===== src/hdl/sbcc_pkg.sv =====
// Shared constants and types for the segment/box collision check unit.
// Used by the top level, the front end and the back end; depends on nothing else.
`timescale 1ns / 1ps

package sbcc_pkg;

  // Default sizes of the block.
  localparam int unsigned MaxObstacles    = 64;
  localparam int unsigned SampleDivisions = 32;
  localparam int unsigned CoordBits       = 12;

  // Clearance register.
  localparam int unsigned MarginBits  = 8;
  localparam logic [MarginBits-1:0] MarginReset = 8'd10;
  localparam int unsigned ApbDataBits = 32;
  localparam int unsigned ApbAddrBits = 3;
  localparam logic RegIdxMargin = 1'b0;

  // Item kinds as they arrive on the input channel.
  typedef enum logic [1:0] {
    OP_ADD     = 2'd0,
    OP_CLEAR   = 2'd1,
    OP_POINT   = 2'd2,
    OP_SEGMENT = 2'd3
  } sbcc_op_e;

endpackage


===== src/hdl/sbcc_front.sv =====
// Front end: takes input items and classifies them for the back end.
// Depends on sbcc_pkg for the item kinds.
`timescale 1ns / 1ps

module sbcc_front #(
  parameter int unsigned COORD_BITS = sbcc_pkg::CoordBits
) (
  input  logic                         in_valid_i,
  output logic                         in_ready_o,
  input  logic [1:0]                   kind_i,
  input  logic [COORD_BITS-1:0]        first_x_i,
  input  logic [COORD_BITS-1:0]        first_y_i,
  input  logic [COORD_BITS-1:0]        second_x_i,
  input  logic [COORD_BITS-1:0]        second_y_i,
  output logic                         push_valid_o,
  input  logic                         push_ready_i,
  output sbcc_pkg::sbcc_op_e           op_o,
  output logic [COORD_BITS-1:0]        first_x_o,
  output logic [COORD_BITS-1:0]        first_y_o,
  output logic [COORD_BITS-1:0]        second_x_o,
  output logic [COORD_BITS-1:0]        second_y_o,
  output logic signed [COORD_BITS:0]   delta_x_o,
  output logic signed [COORD_BITS:0]   delta_y_o
);
  import sbcc_pkg::*;

  sbcc_op_e op;
  logic     seg;

  // The front end stalls only when the queue is full.
  assign in_ready_o   = push_ready_i;
  assign push_valid_o = in_valid_i;

  // Decode the kind; a point query becomes a segment whose samples all coincide.
  always_comb begin
    op  = sbcc_op_e'(kind_i);
    seg = (op == OP_SEGMENT);
  end

  assign op_o       = op;
  assign first_x_o  = first_x_i;
  assign first_y_o  = first_y_i;
  assign second_x_o = second_x_i;
  assign second_y_o = second_y_i;

  // Per-step displacement of the sample points, zero for a point query.
  assign delta_x_o = seg ? ($signed({1'b0, second_x_i}) - $signed({1'b0, first_x_i}))
                         : '0;
  assign delta_y_o = seg ? ($signed({1'b0, second_y_i}) - $signed({1'b0, first_y_i}))
                         : '0;

endmodule


===== config.mk =====
export PLATFORM = sky130hd
export DESIGN_NAME = sbcc_front
export DESIGN_NICKNAME = d
export VERILOG_FILES = /design/src/hdl/sbcc_pkg.sv /design/src/hdl/sbcc_front.sv
export SDC_FILE = /design/constraint.sdc
export NUM_CORES = 1
export LEC_CHECK = 0
export BUFFER_PORTS_ARGS = -buffer_cell sky130_fd_sc_hd__buf_2
export CAP_MARGIN = 25
export CORE_MARGIN = 1
export CORE_UTILIZATION = 42
export DETAILED_ROUTE_END_ITERATION = 7
export GPL_TIMING_DRIVEN = 0
export PLACE_DENSITY = 0.85
export SYNTH_ARGS = -nofsm -noshare
export SYNTH_HDL_FRONTEND = slang
export SYNTH_SLANG_ARGS = --single-unit

===== constraint.sdc =====
create_clock -name vclk -period 2
set_input_delay 0 -clock vclk [all_inputs]
set_output_delay 0 -clock vclk [all_outputs]
set_load 0.02 [all_outputs]

; Word-level counts from Yosys, hierarchy flattened
; Cells that the tools add are included.
[op_classes]
n_eq_ne = 1
n_mux = 2
add_sub_neg = 2
[ops]
columns = cell, n
row1 = 13-bit two-way mux, 2
row2 = 12-bit by 12-bit subtractor with 13-bit output, 2
row3 = "2-bit equality test, second input constant", 1
[word_totals]
out_inout_bits = 78
ff_bits = 0
word_cells = 5
in_bits = 52

; Longest topological paths before layout
; Gate-level depths: netlist (run 1).
[logic_depth]
depth_word = 2
ltp_mapped = 9
ltp_nobuf = 9

; Worst setup path before layout (run 1)
; OpenSTA, ideal clock, no wires.
[synth_path]
kind = in2out
start = input port second_x_i[0]
end = output port delta_x_o[12]
arrival_ns = 1.840
n_path_buf = 0
path_slack_ns = 0.160
cell_stages = 9
required_ns = 2.000
cell_sequence = inv_1 -> ha_1 -> inv_1 -> fa_1 -> a211oi_2 -> o21bai_2 -> a21oi_2 -> o21ai_0 -> a211oi_1
[synth_via]
elab_chain_cells = 2
[synth_rtl]
columns = item, line
row1 = start: declaration, sbcc_front.sv:13  ; input logic [COORD_BITS-1:0] second_x_i,
row2 = 12-bit by 12-bit subtractor with 13-bit output, sbcc_front.sv:47  ; assign delta_x_o = seg ? ($signed({1'b0, second_x_i}) - $signed({1'b0, first_x_i}))
row3 = 13-bit two-way mux, sbcc_front.sv:47
row4 = end: declaration, sbcc_front.sv:22  ; output logic signed [COORD_BITS:0] delta_x_o,
; No other way between the ends.

; Worst setup path in the final report (run 1)
[layout_path]
start = input port second_y_i[0]
end = output port delta_y_o[10]
[layout_via]
elab_chain_cells = 2
[layout_rtl]
columns = item, line
row1 = start: declaration, sbcc_front.sv:14  ; input logic [COORD_BITS-1:0] second_y_i,
row2 = 12-bit by 12-bit subtractor with 13-bit output, sbcc_front.sv:49  ; assign delta_y_o = seg ? ($signed({1'b0, second_y_i}) - $signed({1'b0, first_y_i}))
row3 = 13-bit two-way mux, sbcc_front.sv:49
row4 = end: declaration, sbcc_front.sv:23  ; output logic signed [COORD_BITS:0] delta_y_o
; No other way between the ends.

==> out/results.ini, run 1 <==
[run_status]
status=finished, final reports clean

[synthesis]
ys_warn_count=0
yosysSeqAreaShare_pct=0
synth.cell_area_um2=1650
synth_fp_nets=310
synth_cells=232
syn_area_per_cell_um2=7.09
synthDistinctLibCells=48

[die]
chipHeight_um=64.6
core.rowCount=22
die_x_um=64.6
dieArea_um2=4170
initial_utilization_pct=44.3
coreArea_um2=3720
io_pins=130

[detailed_routing]
drt-vias-per-instance=4.75
drt_iter0_drc=75
drt_wl_total_mm=4.16
ant_nets=0
wire_per_inst_um=10.2
drc=0
num_vias=1941
first_pass_iters=4

[place]
post-dp-hpwl_mm=3.62
place_inst=408
dpl-instance-area_um2=2350
gp_congestion=0.796
io_buffers=128

[timing]
finalHoldViolCount=0
slew_headroom_pct=60.4
rsz0062_at_grt=no
tns_ps=0
maxSlewViolCount=0
period_share_pct=95.0
worst_slew_pin_slew_ps=594
setup_viol=0
layout_min_cycle_time_ps=1900
fmax_mhz=526

[finish]
instances_no_fill=409
regArea_um2=0
nClkBuffers=0
nFlopsAndLatches=0
drive_gt1_share_pct=54.0
design_area_um2=2380
fillerInstances=341
area_growth_pct=44.6
fin_nets=441
n_antenna_cell=0

[setup_path]
setup.worst_path.start_class=input port
cpPeakStageDelay_ps=410
cp-end-kind=primary output
worstPathCellList=buf_2 -> inv_1 -> ha_1 -> inv_1 -> fa_2 -> a211oi_4 -> o21bai_2 -> a221o_1 -> xnor2_1 -> nor2_1 -> buf_4
crit_family=compound AO/OA/AOI/OAI gates
cp.arrival_ps=1900
cp_num_buf_inv=4
slowest_stage=fa_2
required_ps=2000
path_class=in -> out
path_common_cell=inv_1
cp_max_fo=3

[grt]
grt_start_max_net_pins=11
grt_pass1_wl_mm=6.46
grt_use_total_pct=18.3
grt_pass1_vias=1605
grt_remaining_overflow=0
antenna_found_initial=0

[power]
vdd.ir_drop.worst_uv=142
power.density_nw_per_um2=299
p_leak_nw=1.43

[run]
cap_violations=0

[hold_path]
hp-class=in -> out

[clocking]
ctsHoldBuffers=0

## report_power, final
group / internal, mW / total (mW) / switching (mW) / leakage [nW]
Clock: 0 / 0 / 0 / 0
Combinational: 0.319 / 0.711 / 0.392 / 1.43
Sequential: 0 / 0 / 0 / 0
Total: 0.319 / 0.711 / 0.392 / 1.43
## routing by layer
| metal | up-vias | global-route usage [%] | share of wire (%) | wire [um] |
|---|---|---|---|---|
| li1 | 1003 | - | - | - |
| met1 | 851 | 21.7 | 41 | 1700 |
| met2 | 83 | 36.6 | 52 | 2180 |
| met3 | 4 | 0.352 | 5.9 | 247 |
| met4 | 0 | 3.06 | 0.94 | 39 |
| met5 | - | 0 | 0 | 0 |
## synthesized netlist by cell type, types with 2 or more instances
master / count / area share (%)
clkbuf_1: 2 / 0.46
a31oi_1: 2 / 0.76
o21a_1: 3 / 1.4
and4_1: 2 / 1.1
o21bai_1: 3 / 1.4
nand3_1: 5 / 1.5
nand4b_1: 2 / 1.1
nand2_1: 11 / 2.5
nor3_1: 7 / 2.1
xor2_1: 3 / 1.6
a211oi_2: 2 / 1.5
and3_1: 3 / 1.1
mux2i_1: 3 / 1.8
o211ai_1: 2 / 0.91
a21oi_2: 2 / 1.1
or2_2: 2 / 0.76
nor2_1: 16 / 3.7
a211oi_1: 4 / 1.8
nor3b_1: 2 / 0.91
o21ai_0: 8 / 2.4
fa_1: 2 / 2.4
xnor2_1: 6 / 3.2
buf_4: 52 / 24
a21oi_1: 7 / 2.1
a21o_1: 2 / 0.91
a21boi_0: 2 / 0.91
ha_1: 24 / 18
nor2b_1: 3 / 1.1
inv_1: 31 / 7.1
## layout make-up
type,instances,area (um^2),share of cell area (%)
Inverter,31,116,4.89
Tap cell,48,60.1,2.52
Multi-Input combinational cell,147,1150,48.5
Buffer,54,398,16.7
Timing Repair Buffer,129,651,27.3
## timing repair
action	CTS	global route
buffers inserted	0	1
resized for setup	0	7
endpoints found under the setup margin	0	6
## placed cells by master (no fill, tap or decap), types with 2 or more instances in the layout
cell type and count:
buf_2 127, buf_4 54, inv_1 31, ha_1 24
nor2_1 16, nand2_1 11, o21ai_0 7, a21oi_1 7
nor3_1 7, xnor2_1 6, nand3_1 5, a211oi_1 4
nor2b_1 3, o21a_1 3, mux2i_1 3, xor2_1 3
and3_1 3, or2_2 2, and4_1 2, a21oi_2 2
o211ai_1 2, o21ai_1 2, clkbuf_1 2, a211oi_4 2
o21bai_2 2, o21bai_1 2, a31oi_1 2, a21o_1 2
nand4b_1 2, nor3b_1 2, a21boi_0 2, fa_2 2
## through the flow
| step | setup WS [ps] | util (%) | total power, mW | hold WS (ps) |
|---|---|---|---|---|
| finish | 99.3 | 64.0 | 0.711 | 217 |
| global route | 11.5 | 64.0 | 0.779 | 231 |
| CTS | 8.01 | 63.1 | 0.697 | 219 |
| detailed placement | 20.1 | 63.1 | 0.694 | 219 |
| global placement | 67.9 | 63.1 | 0.680 | 218 |
| floorplan | 160 | - | 0.493 | 113 |
## kinds of logic after synthesis
logic type	count (synthesis)	share of synthesized area, %
simple gates	58	17.9
mux	3	1.83
xor+xnor	9	4.79
buf+inv	85	31.3
fa+ha+maj	26	20.7
compound gates	51	23.6
## path summary, 6_finish.rpt
path,slack (ps),startpoint,to,cells past startpoint
setup / recovery,100,second_y_i[0],delta_y_o[10],11
hold / removal,220,in_valid_i,push_valid_o,2
Note: power is estimated with default switching activity, not from simulation.
==> inputs of run 2 (changes only) <==
--- a/config.mk
+++ b/config.mk
@@ -5,13 +5,14 @@
 export SDC_FILE = /design/constraint.sdc
 export NUM_CORES = 1
 export LEC_CHECK = 0
+export ABC_AREA = 1
 export BUFFER_PORTS_ARGS = -buffer_cell sky130_fd_sc_hd__buf_2
-export CAP_MARGIN = 25
 export CORE_MARGIN = 1
-export CORE_UTILIZATION = 42
+export CORE_UTILIZATION = 44
 export DETAILED_ROUTE_END_ITERATION = 7
 export GPL_TIMING_DRIVEN = 0
-export PLACE_DENSITY = 0.85
+export PLACE_DENSITY = 0.84
+export SETUP_SLACK_MARGIN = 0.2
 export SYNTH_ARGS = -nofsm -noshare
 export SYNTH_HDL_FRONTEND = slang
 export SYNTH_SLANG_ARGS = --single-unit
==> run 2 against run 1 <==
  * Critical path type unchanged
  * Sequential cell count unchanged
  * Sequential share of layout area unchanged
  * Cell count increased by 33%
  * Setup slack improved by 300 ps
  * Count of clock-buffer cells in the layout unchanged
  * Worst hold slack about the same
  * Power increased by 3.2%
==> out/results.ini, run 2 <==
[timing]
worst_slew_pin_slew_ps=238
rsz0062_at_grt=no
finalHoldViolCount=0
maxSlewViolCount=0
fmax_mhz=624
timing.hold.ws_ps=218
tns_ps=0
layout_min_cycle_time_ps=1600
period_share_pct=80.2
setup_viol=0
slew_headroom_pct=84.1

[detailed_routing]
num_vias=2395
drt_wl_total_mm=4.68
wire_per_inst_um=8.61
drc=0
drt-vias-per-instance=4.40
drt_iter0_drc=81
ant_nets=0
first_pass_iters=4

[setup_path]
crit_start=second_y_i[0]
setup.worst_path.start_class=input port
cp.arrival_ps=1600
required_ps=2000
cpPeakStageDelay_ps=440
slowest_stage=fa_1
crit_family=adder cells
path_common_cell=nand2_1
cp_max_fo=4
cp-end-kind=primary output
path_class=in -> out
worstPathCellList=buf_2 -> inv_1 -> ha_1 -> inv_1 -> fa_1 -> nand2_1 -> nand3_1 -> nand2_1 -> o21ai_1 -> nand2_1 -> nand2_1 -> nor2_1 -> buf_2
cp_num_buf_inv=4

[synthesis]
synth_fp_nets=444
ys_warn_count=0
synthDistinctLibCells=17
yosys.area.top_type=buf_4
synth_top_area_share_pct=20.9
synthTopCellsByArea=buf_4 (21%), nand2_1 (21%), ha_1 (16%)
syn_area_per_cell_um2=5.19
synth.cell_area_um2=1900
synth_cells=366
synth.most_common_cell=nand2_1
yosysSeqAreaShare_pct=0
synth_common_cells=nand2_1 (106), inv_1 (75), buf_4 (53), nor2_1 (52), ha_1 (24)

[clocking]
post_cts_resized=0
cts_setup_buffers=0
ctsHoldBuffers=0

[grt]
grt_pass1_wl_mm=7.25
grt_start_max_net_pins=11
grt_use_total_pct=19.4
grt_remaining_overflow=0
grt_pass1_vias=1890
antenna_found_initial=0

[hold_path]
hold_end=push_valid_o
hp-start=in_valid_i
min_path_cells=2
hp-class=in -> out

[finish]
fin_nets=574
layout_commonest_cell=buf_2
nClkBuffers=0
layout_common_cells=buf_2 (128), nand2_1 (106), inv_1 (75)
regArea_um2=0
area_growth_pct=37.0
n_antenna_cell=0
nFlopsAndLatches=0
drive_gt1_share_pct=37.2

[place]
io_buffers=128
post-dp-hpwl_mm=4.17
gp_congestion=0.873

[run]
cap_violations=0

[power]
vdd.ir_drop.worst_uv=127
p_leak_nw=1.84
power.density_nw_per_um2=282

[run_status]
status=finished, final reports clean

[die]
coreArea_um2=4090
io_pins=130
core.rowCount=23
dieArea_um2=4590
die_x_um=67.7
initial_utilization_pct=46.5
chipHeight_um=67.7

==> run 2: cell type report <==
cell class                 count  area (um^2)
timing repair buffer         128          641
fill                         412         1480
multi-input combinational    237         1220
buffer                        53          398
tap                           50         62.6
inverter                      76          285
==> run 2: where the power goes <==
| part | internal, mW | switching [mW] | leakage (nW) | total (mW) |
|---|---|---|---|---|
| clock network | 0 | 0 | 0 | 0 |
| logic | 0.298 | 0.435 | 1.84 | 0.733 |
| registers | 0 | 0 | 0 | 0 |
| total | 0.298 | 0.435 | 1.84 | 0.733 |
==> run 2: cells by family after synthesis <==
| kind of cell | count (synthesis) | share of synthesized area [%] |
|---|---|---|
| buf+inv | 129 | 35.9 |
| simple gates | 185 | 38.8 |
| xor+xnor | 2 | 0.922 |
| fa+ha+maj | 26 | 17.9 |
| compound gates | 24 | 6.45 |
==> run 2: worst max path at each step <==
stage               depth (start not counted)            to
floorplan                                  11  delta_x_o[6]
finish                                     13  delta_y_o[6]
global route                               13  delta_x_o[6]
detailed placement                         13  delta_y_o[6]
global placement                           13  delta_x_o[6]
CTS                                        13  delta_y_o[6]
==> run 2: per-stage QoR <==
step                      util, %  instances  power (mW)  worst slack [ps]  instance area [um^2]
after global routing         63.7        544       0.824               280                  2600
after global placement       63.7        544       0.721               463                  2600
after floorplan                 -        366       0.524               673                  1900
after detailed placement     63.7        544       0.731               424                  2600
after CTS                    63.7        544       0.735               422                  2600
final                        63.7        544       0.733               396                  2600
==> run 2: layer usage <==
| layer | vias to the layer above | global-route usage, % | part of all wire (%) |
|---|---|---|---|
| met5 | - | 0 | 0 |
| met4 | 0 | 0.532 | 0.32 |
| met3 | 2 | 0.676 | 6.9 |
| met2 | 90 | 39.0 | 50 |
| met1 | 1002 | 23.2 | 43 |
| li1 | 1301 | - | - |
