===== src/hdl/sbcc_fifo.sv =====
// Two-entry queue between the front and back ends.
// Generic data width; no package dependency beyond the house style.
`timescale 1ns / 1ps

module sbcc_fifo #(
  parameter int unsigned WIDTH = 8
) (
  input  logic             clk_i,
  input  logic             rst_ni,
  input  logic             push_valid_i,
  output logic             push_ready_o,
  input  logic [WIDTH-1:0] push_data_i,
  output logic             pop_valid_o,
  input  logic             pop_ready_i,
  output logic [WIDTH-1:0] pop_data_o
);

  logic [WIDTH-1:0] entry_q [2];
  logic             wr_ptr_q, wr_ptr_d;
  logic             rd_ptr_q, rd_ptr_d;
  logic [1:0]       fill_q, fill_d;
  logic             push, pop;

  assign push_ready_o = (fill_q != 2'd2);
  assign pop_valid_o  = (fill_q != 2'd0);
  assign pop_data_o   = entry_q[rd_ptr_q];
  assign push         = push_valid_i && push_ready_o;
  assign pop          = pop_ready_i && pop_valid_o;

  // Pointer and fill bookkeeping.
  always_comb begin
    wr_ptr_d = push ? ~wr_ptr_q : wr_ptr_q;
    rd_ptr_d = pop ? ~rd_ptr_q : rd_ptr_q;
    fill_d   = fill_q + 2'(push) - 2'(pop);
  end

  always_ff @(posedge clk_i or negedge rst_ni) begin
    if (!rst_ni) begin
      wr_ptr_q <= 1'b0;
      rd_ptr_q <= 1'b0;
      fill_q   <= 2'd0;
    end else begin
      wr_ptr_q <= wr_ptr_d;
      rd_ptr_q <= rd_ptr_d;
      fill_q   <= fill_d;
    end
  end

  // Entry storage needs no reset.
  always_ff @(posedge clk_i) begin
    if (push) begin
      entry_q[wr_ptr_q] <= push_data_i;
    end
  end

endmodule


===== config.mk =====
export PLATFORM = sky130hd
export DESIGN_NAME = sbcc_fifo
export DESIGN_NICKNAME = d
export VERILOG_FILES = /design/src/hdl/sbcc_fifo.sv
export SDC_FILE = /design/constraint.sdc
export NUM_CORES = 1
export LEC_CHECK = 0
export ABC_AREA = 1
export BUFFER_PORTS_ARGS = -buffer_cell sky130_fd_sc_hd__buf_2
export CORE_MARGIN = 8
export CORE_UTILIZATION = 52
export CTS_CLUSTER_SIZE = 28
export DETAILED_ROUTE_END_ITERATION = 6
export GPL_ROUTABILITY_DRIVEN = 0
export GPL_TIMING_DRIVEN = 1
export MAX_ROUTING_LAYER = met4
export PLACE_DENSITY = 0.76
export SLEW_MARGIN = 20
export SYNTH_ARGS = -nofsm -noshare
export SYNTH_HDL_FRONTEND = slang
export SYNTH_SLANG_ARGS = --single-unit

===== constraint.sdc =====
create_clock -name clk_i -period 3.11 [get_ports clk_i]
set_input_delay 0 -clock clk_i [delete_from_list [all_inputs] [get_ports clk_i]]
set_output_delay 0 -clock clk_i [all_outputs]
set_load 0.01 [all_outputs]

---- Yosys cells after proc, flatten, opt, wreduce, memory -nomap -nowiden ----
Memory sizes are Yosys's and may differ from the RTL's.
Index checks and enable logic that the tools add are counted.
cells by class
  $add $sub $neg .......................... 2
  multiplexer cells ....................... 2
  bitwise gates (word level) .............. 2
  eq/ne operators ......................... 1
  reductions and logical operators ........ 3
operators by type and width
  kind                                          count
  2-bit by 1-bit adder with 2-bit output        1
  1-bit logical AND                             2
  1-bit 2-to-1 mux                              2
  2-bit inequality test, second input constant  1
  1-bit NOT                                     2
  2-bit nonzero test                            1
  2-bit by 1-bit subtractor with 2-bit output   1
word-level totals
  register bits after elaboration ......... 4
  output and inout port bits .............. 10
  logic and storage cells ................. 14
  input bits .............................. 12
  bits in writable memories ............... 16
  memories kept ........................... 1
memory list
  name     depth  bits a word  read ports  clocked after memory_dff  wr ports  line  source
  entry_q  2      8            1           0                         1         18    logic [WIDTH-1:0] entry_q [2];

---- Logic depth before layout (Yosys ltp) ----
Gate-level depths: netlist (run 1).
  depth after elaboration ................. 4
  depth in mapped cells ................... 10
  mapped depth without buffers ............ 10

---- Worst setup path after synthesis (run 1) ----
Ideal clock, no wire load.
  kind .................................... reg-to-reg
  from .................................... reg fill_q[0]
  to ...................................... reg fill_q[1]
  clock period less this slack ............ 1336 ps
  path buffers ............................ 0
  library setup time ...................... 116 ps
  required time ........................... 2994 ps
  path slack .............................. 1774 ps
  cell stages (with the launch flop) ...... 11
  data arrival time ....................... 1220 ps
  cells stage by stage .................... dfrtp_1 > inv_1 > nand2_2 > nand2_2 > inv_1 > ha_1 > inv_1 > ha_1 > inv_1 > nand2_1 > nand2_1
between the ends
  elaborated cells on any way between the ends .. 6
  those cells by class .................... add/sub: 2; eq/ne: 1; reduce/logical: 3
RTL lines
  element                                      line  source
  from (decl)                                  21    logic [1:0] fill_q, fill_d;
  from (signal assigned)                       45    fill_q <= fill_d;
  2-bit nonzero test                           25    assign pop_valid_o = (fill_q != 2'd0);
  named net pop_valid_o                        13    output logic pop_valid_o,
  1-bit logical AND                            28    assign pop = pop_ready_i && pop_valid_o;
  named net pop                                22    logic push, pop;
  2-bit by 1-bit subtractor with 2-bit output  34    fill_d = fill_q + 2'(push) - 2'(pop);
  named net fill_d[1]                          21
The timed path passes the listed nets, and every way through them passes these cells.
A chain may end at the register's enable or synchronous reset.

---- Worst setup path after layout (run 1) ----
  from .................................... reg fill_q[1]
  to ...................................... mem entry_q[1][2] (enable)
between the ends
  word-level cells in the longest chain between the ends .. 4
ends and longest elaborated chain
  element                                 line  source
  2-bit inequality test                   24    assign push_ready_o = (fill_q != 2'd2);
  1-bit logical AND                       27    assign push = push_valid_i && push_ready_o;
  1-bit 2-to-1 mux                        51    if (push) begin
  1-bit 2-to-1 mux (implied by the code)  52    entry_q[wr_ptr_q] <= push_data_i;
  to (decl)                               18
Every way passes these cells.

==> results of run 1 <==
-- cell usage in the layout, fill, tap and decap left out --
master and n:
nor2_1 1, inv_2 1, dfrtp_1 4, edfxtp_1 16, buf_2 21, nand3_1 3
nand2_2 4, nand2_1 32, inv_4 1, nand2_4 1, clkbuf_4 3, ha_1 2
clkbuf_1 1, dlygate4sd3_1 11, inv_1 7
-- registers in the layout, indices dropped and copies added, names as in the netlist --
signal / count
rd_ptr_q: 1
fill_q: 2
entry_q: 16
wr_ptr_q: 1
-- worst min path at each step --
| stage | endpoint | from | slack (ps) |
|---|---|---|---|
| 3_5_place_dp | fill_q[0]$_DFF_PN0_ | rst_ni | -190 |
| 5_1_grt | fill_q[0]$_DFF_PN0_ | rst_ni | 50 |
| 3_3_place_gp | fill_q[0]$_DFF_PN0_ | rst_ni | -190 |
| 6_report | fill_q[0]$_DFF_PN0_ | rst_ni | 60 |
| 4_1_cts | fill_q[0]$_DFF_PN0_ | rst_ni | 30 |
| 2_1_floorplan | fill_q[0]$_DFF_PN0_ | rst_ni | -300 |
-- report_power, final --
part / internal (W) / switching (W)
Sequential: 0.000372 / 0.0000446
Clock: 0.0000499 / 0.0000729
Combinational: 0.000129 / 0.000213
Total: 0.000551 / 0.000331
-- area by class of cell --
class	count	area share (%)
multi-input cells	43	18.6
flip-flops and latches	20	53.8
repair buffers	32	20.0
clock buffers	4	2.44
inverters	9	3.36
well taps	16	1.86
-- Yosys cell counts (all sizes together) --
cell / instances
edfxtp: 16
buf: 1
dfrtp: 4
nor2: 1
nand2: 37
ha: 2
nand3: 3
inv: 9
-- through the flow --
step	instance area, um^2	instances	hold WS [ps]	setup slack [ps]	util [%]
final	1080	124	63.6	1620	71.6
after global routing	1080	124	50.6	1520	71.6
after CTS	1080	124	28.7	1610	71.6
after detailed placement	942	109	-186	1620	62.5
after global placement	942	109	-189	1680	62.5
after floorplan	828	73	-296	1770	-
-- worst max-delay path, delay by kind of cell, from the launching register on --
| family | cells | cell delay [ps] |
|---|---|---|
| simple gates | 3 | 710 |
| flops | 1 | 420 |
-- cell families after synthesis --
logic type	count (synthesis)	share of synthesized area, %
AND/OR/NAND/NOR	41	21.1
adder cells (fa/ha/maj)	2	3.02
buffers and inverters	10	5.74
flip-flops	20	70.1
-- timing repair --
action,4_1_cts,5_1_grt
hold buffers,11,0
setup endpoints to repair,0,0
endpoints found under the hold margin,22,0
-- layer usage --
| layer | part of all wire [%] | wire [um] |
|---|---|---|
| met3 | 5.9 | 97 |
| met2 | 50 | 818 |
| met1 | 42 | 685 |
| met4 | 1.9 | 31 |
| met5 | 0 | 0 |
==> key figures, run 1 <==
Run status
  • Status: complete, no violations

Setup path
  • Worst R2R End: entry_q[1][2]$_DFFE_PP_
  • Data required time of the critical path: 3050 ps
  • Critical Path End Type: flip-flop
  • FF-to-FF path depth: 3
  • CP startpoint: fill_q[1]$_DFF_PN0_
  • Reg2reg setup slack: 1620 ps
  • CP max stage cell: nor2_1
  • FF-to-FF Start: fill_q[1]$_DFF_PN0_
  • Startpoint Class: flip-flop
  • Worst path cell trace: nand2_2 > nand2_4 > nor2_1
  • Worst setup path endpoint: entry_q[1][2]$_DFFE_PP_
  • Worst-path fanout max: 8
  • CP arrival: 1420 ps
  • Setup CP Type: flip-flop to flip-flop
  • CP peak stage delay: 540 ps

Synth
  • Mapped cell area: 828 um^2
  • Ranking of synthesized cells by area: edfxtp_1 58%, nand2_1 15%, dfrtp_1 12%
  • Share of the yosys chip area belonging to registers: 70.1%
  • Library cells used by synthesis: 12
  • Flops & latches, synth: 20
  • Mapped Cells: 73
  • YS warnings: 0
  • Yosys top cell area share: 58.0%
  • Synth Net Count: 87
  • Syn avg cell area: 11.3 um^2
  • Cell taking the most area after synthesis: edfxtp_1

Finish
  • Sequential cell area: 581 um^2
  • Area occupied by multi-input gates: 200 um^2
  • Filler cells: 111
  • P&R area growth vs syn: 30.2%
  • Nets@finish: 123
  • ANT cells: 0
  • Share of cells above drive strength 1: 28.7%

Clock tree
  • CTS tree: done
  • CTS resizes: 0
  • Clock Latency Late Sink: 290 ps
  • Clock transition at path regs: 100 ps
  • Sink Count: 20
  • Clock root buffer: clkbuf_4
  • Setup Buffers After CTS: 0
  • H-tree depth: 1
  • CTS Buf Count: 3
  • Clock buffer depth: 2

Route
  • DRC Markers: 0
  • Vias per Instance: 4.77
  • Iter 0 DRT Violations: 11
  • Drt pass-1 iters: 4
  • Routed wire per std cell: 13.2 um
  • ANT nets after route: 0
  • Routed Wire Length: 1.63 mm
  • DR vias: 591

Global route
  • Largest net degree at the start of global routing: 12
  • Vias in the first global route: 582
  • Grt total ovfl: 0
  • Met3 usage: 4.11%
  • Busiest grt layer: met2
  • Initial antenna violation count: 0
  • First-pass GRT wire length: 2.62 mm
  • GR Util met1: 10.8%
  • Total track usage: 11.1%
  • Met2 global-route usage: 18.1%

STA
  • Final Hold Viols: 0
  • Clock Skew: 4.28 ps
  • Rel. slew slack: 52.5%
  • RSZ-0062 raised after global routing: no
  • Achievable frequency: 671 MHz
  • Post-layout min period: 1490 ps
  • Slew Limit Fails: 0
  • Period utilisation layout: 47.9%
  • # setup viols final: 0
  • Actual slew at the worst max-slew pin: 710 ps
  • Final setup TNS: 0 ps

Place
  • DP Wirelength: 1.09 mm
  • PortBufs: 21

Flow run
  • Max-cap violation count: 0

Die
  • Die area: 0.00313 mm^2
  • Die height: 55.9 um
  • # IOs: 22
  • Core box area: 0.00151 mm^2
  • Initial Util: 55.0%
  • Std cell rows: 14
  • Die X: 55.9 um

Min path
  • Worst hold path class: input port to async pin

Pwr
  • Pwr/cell area: 818 mW/mm^2
  • Worst vdd ir: 0.478 mV
  • Pleak: 0.520 nW
  • Power consumption: 0.000882 W
Power figures use the tool's default switching activity.
==> inputs of run 2 (changes only) <==
--- a/config.mk
+++ b/config.mk
@@ -8,13 +8,13 @@
 export ABC_AREA = 1
 export BUFFER_PORTS_ARGS = -buffer_cell sky130_fd_sc_hd__buf_2
 export CORE_MARGIN = 8
-export CORE_UTILIZATION = 52
+export CORE_UTILIZATION = 44
 export CTS_CLUSTER_SIZE = 28
 export DETAILED_ROUTE_END_ITERATION = 6
 export GPL_ROUTABILITY_DRIVEN = 0
 export GPL_TIMING_DRIVEN = 1
 export MAX_ROUTING_LAYER = met4
-export PLACE_DENSITY = 0.76
+export PLACE_DENSITY = 0.68
 export SLEW_MARGIN = 20
 export SYNTH_ARGS = -nofsm -noshare
 export SYNTH_HDL_FRONTEND = slang
==> constraint.sdc (replaced) <==
create_clock -name clk_i -period 1.25 [get_ports clk_i]
set_input_delay 0 -clock clk_i [delete_from_list [all_inputs] [get_ports clk_i]]
set_output_delay 0 -clock clk_i [all_outputs]
set_load 0.01 [all_outputs]
==> run 2 against run 1 <==
Compared with the run above:
- the flow now finishes with violations (negative setup slack)
- register-to-register slack worse by 1700 ps
- final area up 24%
- non-clock buffer count increased by 14
- power grew to 3.5 times the previous value
- core utilization increased by 5.3 points
- worst hold slack lost 48 ps
- die area rose by 13%
- critical path depth rose by 6
- worst setup slack got worse by 1700 ps
- sequential share of layout area decreased by 10 points
- sequential power up 140%
- highest routed layer unchanged
==> key figures, run 2 (same netlist as run 1, synthesis figures left out) <==
Global route
  • First-pass GRT wire length: 2.85 mm (+8.9%)
  • Vias in the first global route: 685 (+18%)
  • Met2 global-route usage: 17.7% (-0.39 points)
  • Met3 usage: 3.04% (-1.1 points)
  • Largest net degree at the start of global routing: 13 (+1)
  • GR Util met1: 11.5% (+0.67 points)
  • Grt total ovfl: 0 (unchanged)
  • Initial antenna violation count: 0 (unchanged)
  • Busiest grt layer: met2
  • Total track usage: 11.0% (-0.065 points)

Die
  • Initial Util: 47.5% (-7.5 points)
  • # IOs: 22 (unchanged)
  • Die X: 59.4 um (+6.2%)
  • Std cell rows: 15 (+1)
  • Core box area: 0.00175 mm^2 (+16%)
  • Die area: 0.00353 mm^2 (+13%)
  • Die height: 59.4 um (+6.2%)

Flow run
  • Max-cap violation count: 0 (unchanged)

Finish
  • Sequential cell area: 582 um^2 (+0.22%)
  • Top reg by flops: entry_q
  • Largest register FFs: 16 (unchanged)
  • Nets@finish: 137 (+11%)
  • Most frequent cells in the layout: 30 x nand2_1, 21 x buf_2, 16 x edfxtp_1, 10 x dlygate4sd3_1, 7 x buf_4
  • Area occupied by multi-input gates: 265 um^2 (+32%)
  • P&R area growth vs syn: 61.9%
  • ANT cells: 0 (unchanged)
  • Largest registers: entry_q (16), fill_q (2)
  • Most common cell after layout, fill and taps aside: nand2_1
  • Filler cells: 109 (-1.8%)
  • Share of cells above drive strength 1: 49.2% (+20 points)

Route
  • Routed wire per std cell: 12.1 um (-8.0%)
  • Drt pass-1 iters: 5 (+1)
  • DRC Markers: 0 (unchanged)
  • Vias per Instance: 4.43 (-7.1%)
  • DR vias: 651 (+10%)
  • ANT nets after route: 0 (unchanged)
  • Iter 0 DRT Violations: 20 (+9)
  • Routed Wire Length: 1.78 mm (+9.1%)

STA
  • Achievable frequency: 762 MHz (+14%)
  • Period utilisation layout: 105% (+57 points)
  • RSZ-0062 raised after global routing: yes
  • Final Worst Setup Slack: -61.6 ps (-1680 ps)
  • Clock Skew: 2.46 ps (-1.81 ps)
  • Final Hold Viols: 0 (unchanged)
  • Actual slew at the worst max-slew pin: 182 ps (-529 ps)
  • # setup viols final: 11 (+11)
  • Rel. slew slack: 87.9% (+35 points)
  • Post-layout min period: 1310 ps (-178 ps)
  • Slew Limit Fails: 0 (unchanged)
  • Final setup TNS: -168 ps (-168 ps)

Clock tree
  • Clock buffer depth: 2 (unchanged)
  • H-tree depth: 1 (unchanged)
  • Clock transition at path regs: 110 ps (about the same)
  • Clock Latency Late Sink: 300 ps (about the same)
  • Clock root buffer: clkbuf_4
  • CTS tree: done
  • Sink Count: 20 (unchanged)
  • CTS Buf Count: 3 (unchanged)

Run status
  • Status: finished, violations left
  • Failing checks: negative setup slack

Pwr
  • Worst vdd ir: 1.58 mV (+230%)
  • Sequential Power Share: 33.0% (-14 points)
  • Net Sw Power: 0.00106 W (+220%)
  • Clk network pwr share: 16.8% (+2.9 points)
  • Switch share: 34.2% (-3.2 points)
  • Power consumption: 0.00309 W (+250%)
  • Pleak: 0.623 nW (+20%)
  • Combinational Power Share: 50.2% (+11 points)
  • Pwr/cell area: 2310 mW/mm^2 (+180%)
  • Pint: 0.00203 W (+270%)

Setup path
  • Data required time of the critical path: 1450 ps (-1600 ps)
  • Startpoint Class: flip-flop
  • Worst path cell trace: inv_2 > nand2_4 > nand2_4 > inv_2 > ha_4 > inv_2 > ha_4 > nand3_2 > nand2_1
  • CP peak stage delay: 440 ps (-100 ps)
  • CP max stage cell: dfrtp_1
  • FF-to-FF path depth: 9 (+6)
  • Worst-path fanout max: 3 (-5)
  • CP arrival: 1520 ps (+100 ps)
  • Critical Path End Type: flip-flop
  • CP dominant cell by count: inv_2
  • Setup CP Type: flip-flop to flip-flop

Place
  • PortBufs: 21 (unchanged)
  • DP Wirelength: 1.14 mm (+4.7%)

Min path
  • Worst hold path class: input port to async pin
==> run 2: changes by cell type in the layout (fill, tap and decap cells not counted), moves of 3 or more <==
cell / delta
inv_2: +5
buf_12: +3
buf_4: +7
buf_6: +5
inv_1: -5
==> run 2: timing repair <==
action / 4_1_cts / 5_1_grt
setup endpoints to repair: 18 / 28
pin swaps: 3 / 1
hold endpoints to repair: 21 / 0
setup buffers: 6 / 5
gates resized for setup: 11 / 9
hold buffers: 10 / 0
==> run 2: worst paths after layout <==
check	startpoint	slack, ps	to
max in group asynchronous	rst_ni	1100	rd_ptr_q$_DFFE_PN0P_
min reg2reg	wr_ptr_q$_DFFE_PN0N_	500	wr_ptr_q$_DFFE_PN0N_
max reg2reg	fill_q[1]$_DFF_PN0_	-60	fill_q[1]$_DFF_PN0_
min	rst_ni	20	wr_ptr_q$_DFFE_PN0N_
min in group clk_i	pop_ready_i	20	rd_ptr_q$_DFFE_PN0P_
max	fill_q[1]$_DFF_PN0_	-60	fill_q[1]$_DFF_PN0_
==> run 2: final cells by class <==
type	instances	area share, %
clock buffers	3	1.68
clock inverters	1	2.24
inverters	9	2.71
multi-input cells	43	19.8
flip-flops and latches	20	43.4
well taps	25	2.33
repair buffers	46	27.9
==> run 2: metal layers <==
layer | up-vias | share of wire, %
met3 | 4 | 5.0
met1 | 300 | 43
li1 | 329 | -
met5 | - | 0
met4 | 0 | 1.5
met2 | 18 | 51
==> run 2: per-stage QoR <==
step	cells	worst slack (ps)	utilization, %	cell area (um^2)	hold slack, ps
6_report	147	-61.6	76.8	1340	16.0
2_1_floorplan	73	-62.1	-	836	-296
5_1_grt	147	-127	76.8	1340	2.83
3_5_place_dp	124	-116	59.1	1030	-188
3_3_place_gp	124	-60.4	59.1	1030	-187
4_1_cts	144	-43.4	72.8	1270	13.9
==> run 2: power by group through the flow <==
stage                     clock network [W]  registers (W)  logic (W)
after floorplan                           0       0.000998   0.000636
after global placement                    0        0.00105    0.00101
after detailed placement                  0        0.00106    0.00105
after CTS                          0.000530        0.00105    0.00131
after global routing               0.000564        0.00104    0.00171
final                              0.000520        0.00102    0.00155
==> run 2: critical path: cells and delay by family (launching register included) <==
kind          cells  cell delay (ps)
fa+ha+maj         2              400
flops             1              440
buf+inv           3              170
simple gates      4              200
==> inputs of run 3 (changes only) <==
--- a/config.mk
+++ b/config.mk
@@ -9,6 +9,7 @@
 export BUFFER_PORTS_ARGS = -buffer_cell sky130_fd_sc_hd__buf_2
 export CORE_MARGIN = 8
 export CORE_UTILIZATION = 44
+export CTS_BUF_LIST = sky130_fd_sc_hd__clkbuf_16
 export CTS_CLUSTER_SIZE = 28
 export DETAILED_ROUTE_END_ITERATION = 6
 export GPL_ROUTABILITY_DRIVEN = 0
==> run 3 against run 2 <==
Compared with the run above:
- the flow still finishes with violations (negative setup slack)
- critical path depth did not move
- clock power rose by 65%
- worst setup slack barely moved
- flip-flop and latch count did not move
- global-route usage rose by 1.1 points
- sequential power rose by 4%
- die area did not move
- power rose by 3.6%
- largest power group unchanged
==> key figures, run 3 (same netlist as run 1, synthesis figures left out) <==
Run status
  • Status: finished, violations left
  • Failing checks: negative setup slack

Setup path
  • Worst-path fanout max: 3 (unchanged)
  • FF-to-FF Start: fill_q[1]$_DFF_PN0_
  • CP max stage cell: dfrtp_1
  • CP peak stage delay: 410 ps (-30 ps)
  • Setup CP Type: flip-flop to flip-flop
  • Worst path cell trace: inv_2 > nand2_4 > nand2_4 > inv_4 > ha_4 > inv_4 > ha_4 > nand3_2 > nand2_1
  • CP startpoint: fill_q[1]$_DFF_PN0_
  • FF-to-FF path depth: 9 (unchanged)
  • Family with the most delay on the worst path: adder cells
  • Data required time of the critical path: 1390 ps (-60 ps)
  • Stages on worst setup path: 9 (unchanged)
  • Startpoint Class: flip-flop
  • Worst path buffer plus inverter count: 3 (unchanged)
  • CP arrival: 1450 ps (-70 ps)
  • Critical Path End Type: flip-flop

STA
  • Hold WS: 48.9 ps (+33.0 ps)
  • Post-layout min period: 1310 ps (+0.0791 ps)
  • Final Worst Setup Slack: -61.7 ps (-0.0791 ps)
  • Slew Limit Fails: 0 (unchanged)
  • Final Hold Viols: 0 (unchanged)
  • RSZ-0062 raised after global routing: yes
  • # setup viols final: 2 (-9)
  • Achievable frequency: 762 MHz (about the same)
  • Final setup TNS: -67.6 ps (+99.9 ps)
  • Actual slew at the worst max-slew pin: 235 ps (+53.3 ps)
  • Clock Skew: 0.818 ps (-1.64 ps)
  • Rel. slew slack: 84.3% (-3.5 points)
  • Period utilisation layout: 105% (about the same)

Finish
  • Filler cells: 108 (-0.92%)
  • Share of cells above drive strength 1: 45.1% (-4.0 points)
  • Top reg by flops: entry_q
  • Most common cell after layout, fill and taps aside: nand2_1
  • P&R area growth vs syn: 55.9%
  • Most frequent cells in the layout: 31 x nand2_1, 21 x buf_2, 16 x edfxtp_1, 9 x dlygate4sd3_1
  • Largest register FFs: 16 (unchanged)
  • ANT cells: 0 (unchanged)
  • Largest registers: entry_q (16), fill_q (2)
  • Nets@finish: 128 (-6.6%)

Route
  • ANT nets after route: 0 (unchanged)
  • Drt pass-1 iters: 4 (-1)
  • Vias per Instance: 4.49 (+1.3%)
  • DRC Markers: 0 (unchanged)
  • Iter 0 DRT Violations: 28 (+40%)
  • Routed Wire Length: 1.86 mm (+4.6%)
  • DR vias: 619 (-4.9%)
  • Routed wire per std cell: 13.5 um (+11%)

Pwr
  • Sequential Power Share: 33.0% (about the same)
  • Combinational Power Share: 40.3% (-9.9 points)
  • Pwr/cell area: 2480 mW/mm^2 (+7.6%)
  • Switch share: 32.9% (-1.3 points)
  • Clk network pwr share: 26.7% (+9.9 points)
  • Pleak: 0.593 nW (-4.8%)
  • Worst vdd ir: 1.76 mV (+12%)
  • Net Sw Power: 0.00106 W (-0.40%)
  • Power consumption: 0.00321 W (+3.6%)
  • Pint: 0.00215 W (+5.7%)

Clock tree
  • CTS tree: done
  • H-tree depth: 1 (unchanged)
  • Clock root buffer: clkbuf_16
  • Clock Latency Late Sink: 250 ps (-50 ps)
  • Sink Count: 20 (unchanged)
  • CTS Buf Count: 3 (unchanged)
  • Clock transition at path regs: 50 ps (-60 ps)
  • Clock buffer depth: 2 (unchanged)

Die
  • # IOs: 22 (unchanged)
  • Die height: 59.4 um (unchanged)
  • Die area: 0.00353 mm^2 (unchanged)
  • Core box area: 0.00175 mm^2 (unchanged)
  • Initial Util: 47.5% (unchanged)
  • Std cell rows: 15 (unchanged)
  • Die X: 59.4 um (unchanged)

Global route
  • Total track usage: 12.1% (+1.1 points)
  • First-pass GRT wire length: 3.04 mm (+6.6%)
  • Initial antenna violation count: 0 (unchanged)
  • Grt total ovfl: 0 (unchanged)
  • Vias in the first global route: 678 (-1.0%)
  • Largest net degree at the start of global routing: 13 (unchanged)

Place
  • DP Wirelength: 1.14 mm (unchanged)
  • Pre-CTS setup slack: -116 ps (unchanged)
  • PortBufs: 21 (unchanged)

Min path
  • Worst hold path class: input port to flip-flop
  • Hold path start: push_valid_i
  • Hold Path Depth: 3

Flow run
  • Max-cap violation count: 0 (unchanged)
run 3: final timing paths:
path	end	slack (ps)
setup / recovery	fill_q[1]$_DFF_PN0_	-60
hold / removal	wr_ptr_q$_DFFE_PN0N_	50
setup reg to reg	fill_q[1]$_DFF_PN0_	-60
hold reg to reg	wr_ptr_q$_DFFE_PN0N_	490
max in group asynchronous	rd_ptr_q$_DFFE_PN0P_	1040
min in group asynchronous	wr_ptr_q$_DFFE_PN0N_	80
run 3: timing repair:
| item | 4_1_cts | 5_1_grt |
|---|---|---|
| endpoints found under the hold margin | 20 | 0 |
| gates resized for setup | 10 | 6 |
| pin swaps | 7 | 7 |
| hold buffers | 9 | 0 |
| setup buffers | 1 | 0 |
| setup endpoints to repair | 11 | 18 |
run 3: layout make-up:
cell class | instances | area [um^2] | area share, %
sequential | 20 | 582 | 45.1
clock inverter | 1 | 30.0 | 2.33
multi-input combinational | 43 | 255 | 19.8
timing repair buffer | 37 | 277 | 21.4
clock buffer | 3 | 75.1 | 5.81
inverter | 9 | 41.3 | 3.20
tap | 25 | 31.3 | 2.42
run 3: routing by layer:
metal / global-route usage [%] / up-vias / part of all wire [%]
li1: - / 310 / -
met5: - / - / 0
met3: 3.04 / 4 / 4.7
met2: 21.3 / 16 / 55
met4: 7.51 / 0 / 2.5
met1: 11.5 / 289 / 38
run 3: power groups by stage:
stage                     Sequential, W  Combinational [W]  Clock (W)
after floorplan                0.000998           0.000636          0
after global placement          0.00105            0.00101          0
after detailed placement        0.00106            0.00105          0
after CTS                       0.00106            0.00124   0.000869
after global routing            0.00107            0.00143   0.000901
final                           0.00106            0.00129   0.000857
run 3: worst register-to-register path: cells and delay by family (launching register included):
kind	cells	cell delay [ps]
adder cells (fa/ha/maj)	2	410
buffers and inverters	3	160
flip-flops	1	410
AND/OR/NAND/NOR	4	230
run 3: metrics by stage:
step                      util (%)  instance area [um^2]  instances
after CTS                     73.0                  1270        138
after detailed placement      59.1                  1030        124
after global routing          74.0                  1290        138
final                         74.0                  1290        138
after floorplan                  -                   836         73
after global placement        59.1                  1030        124
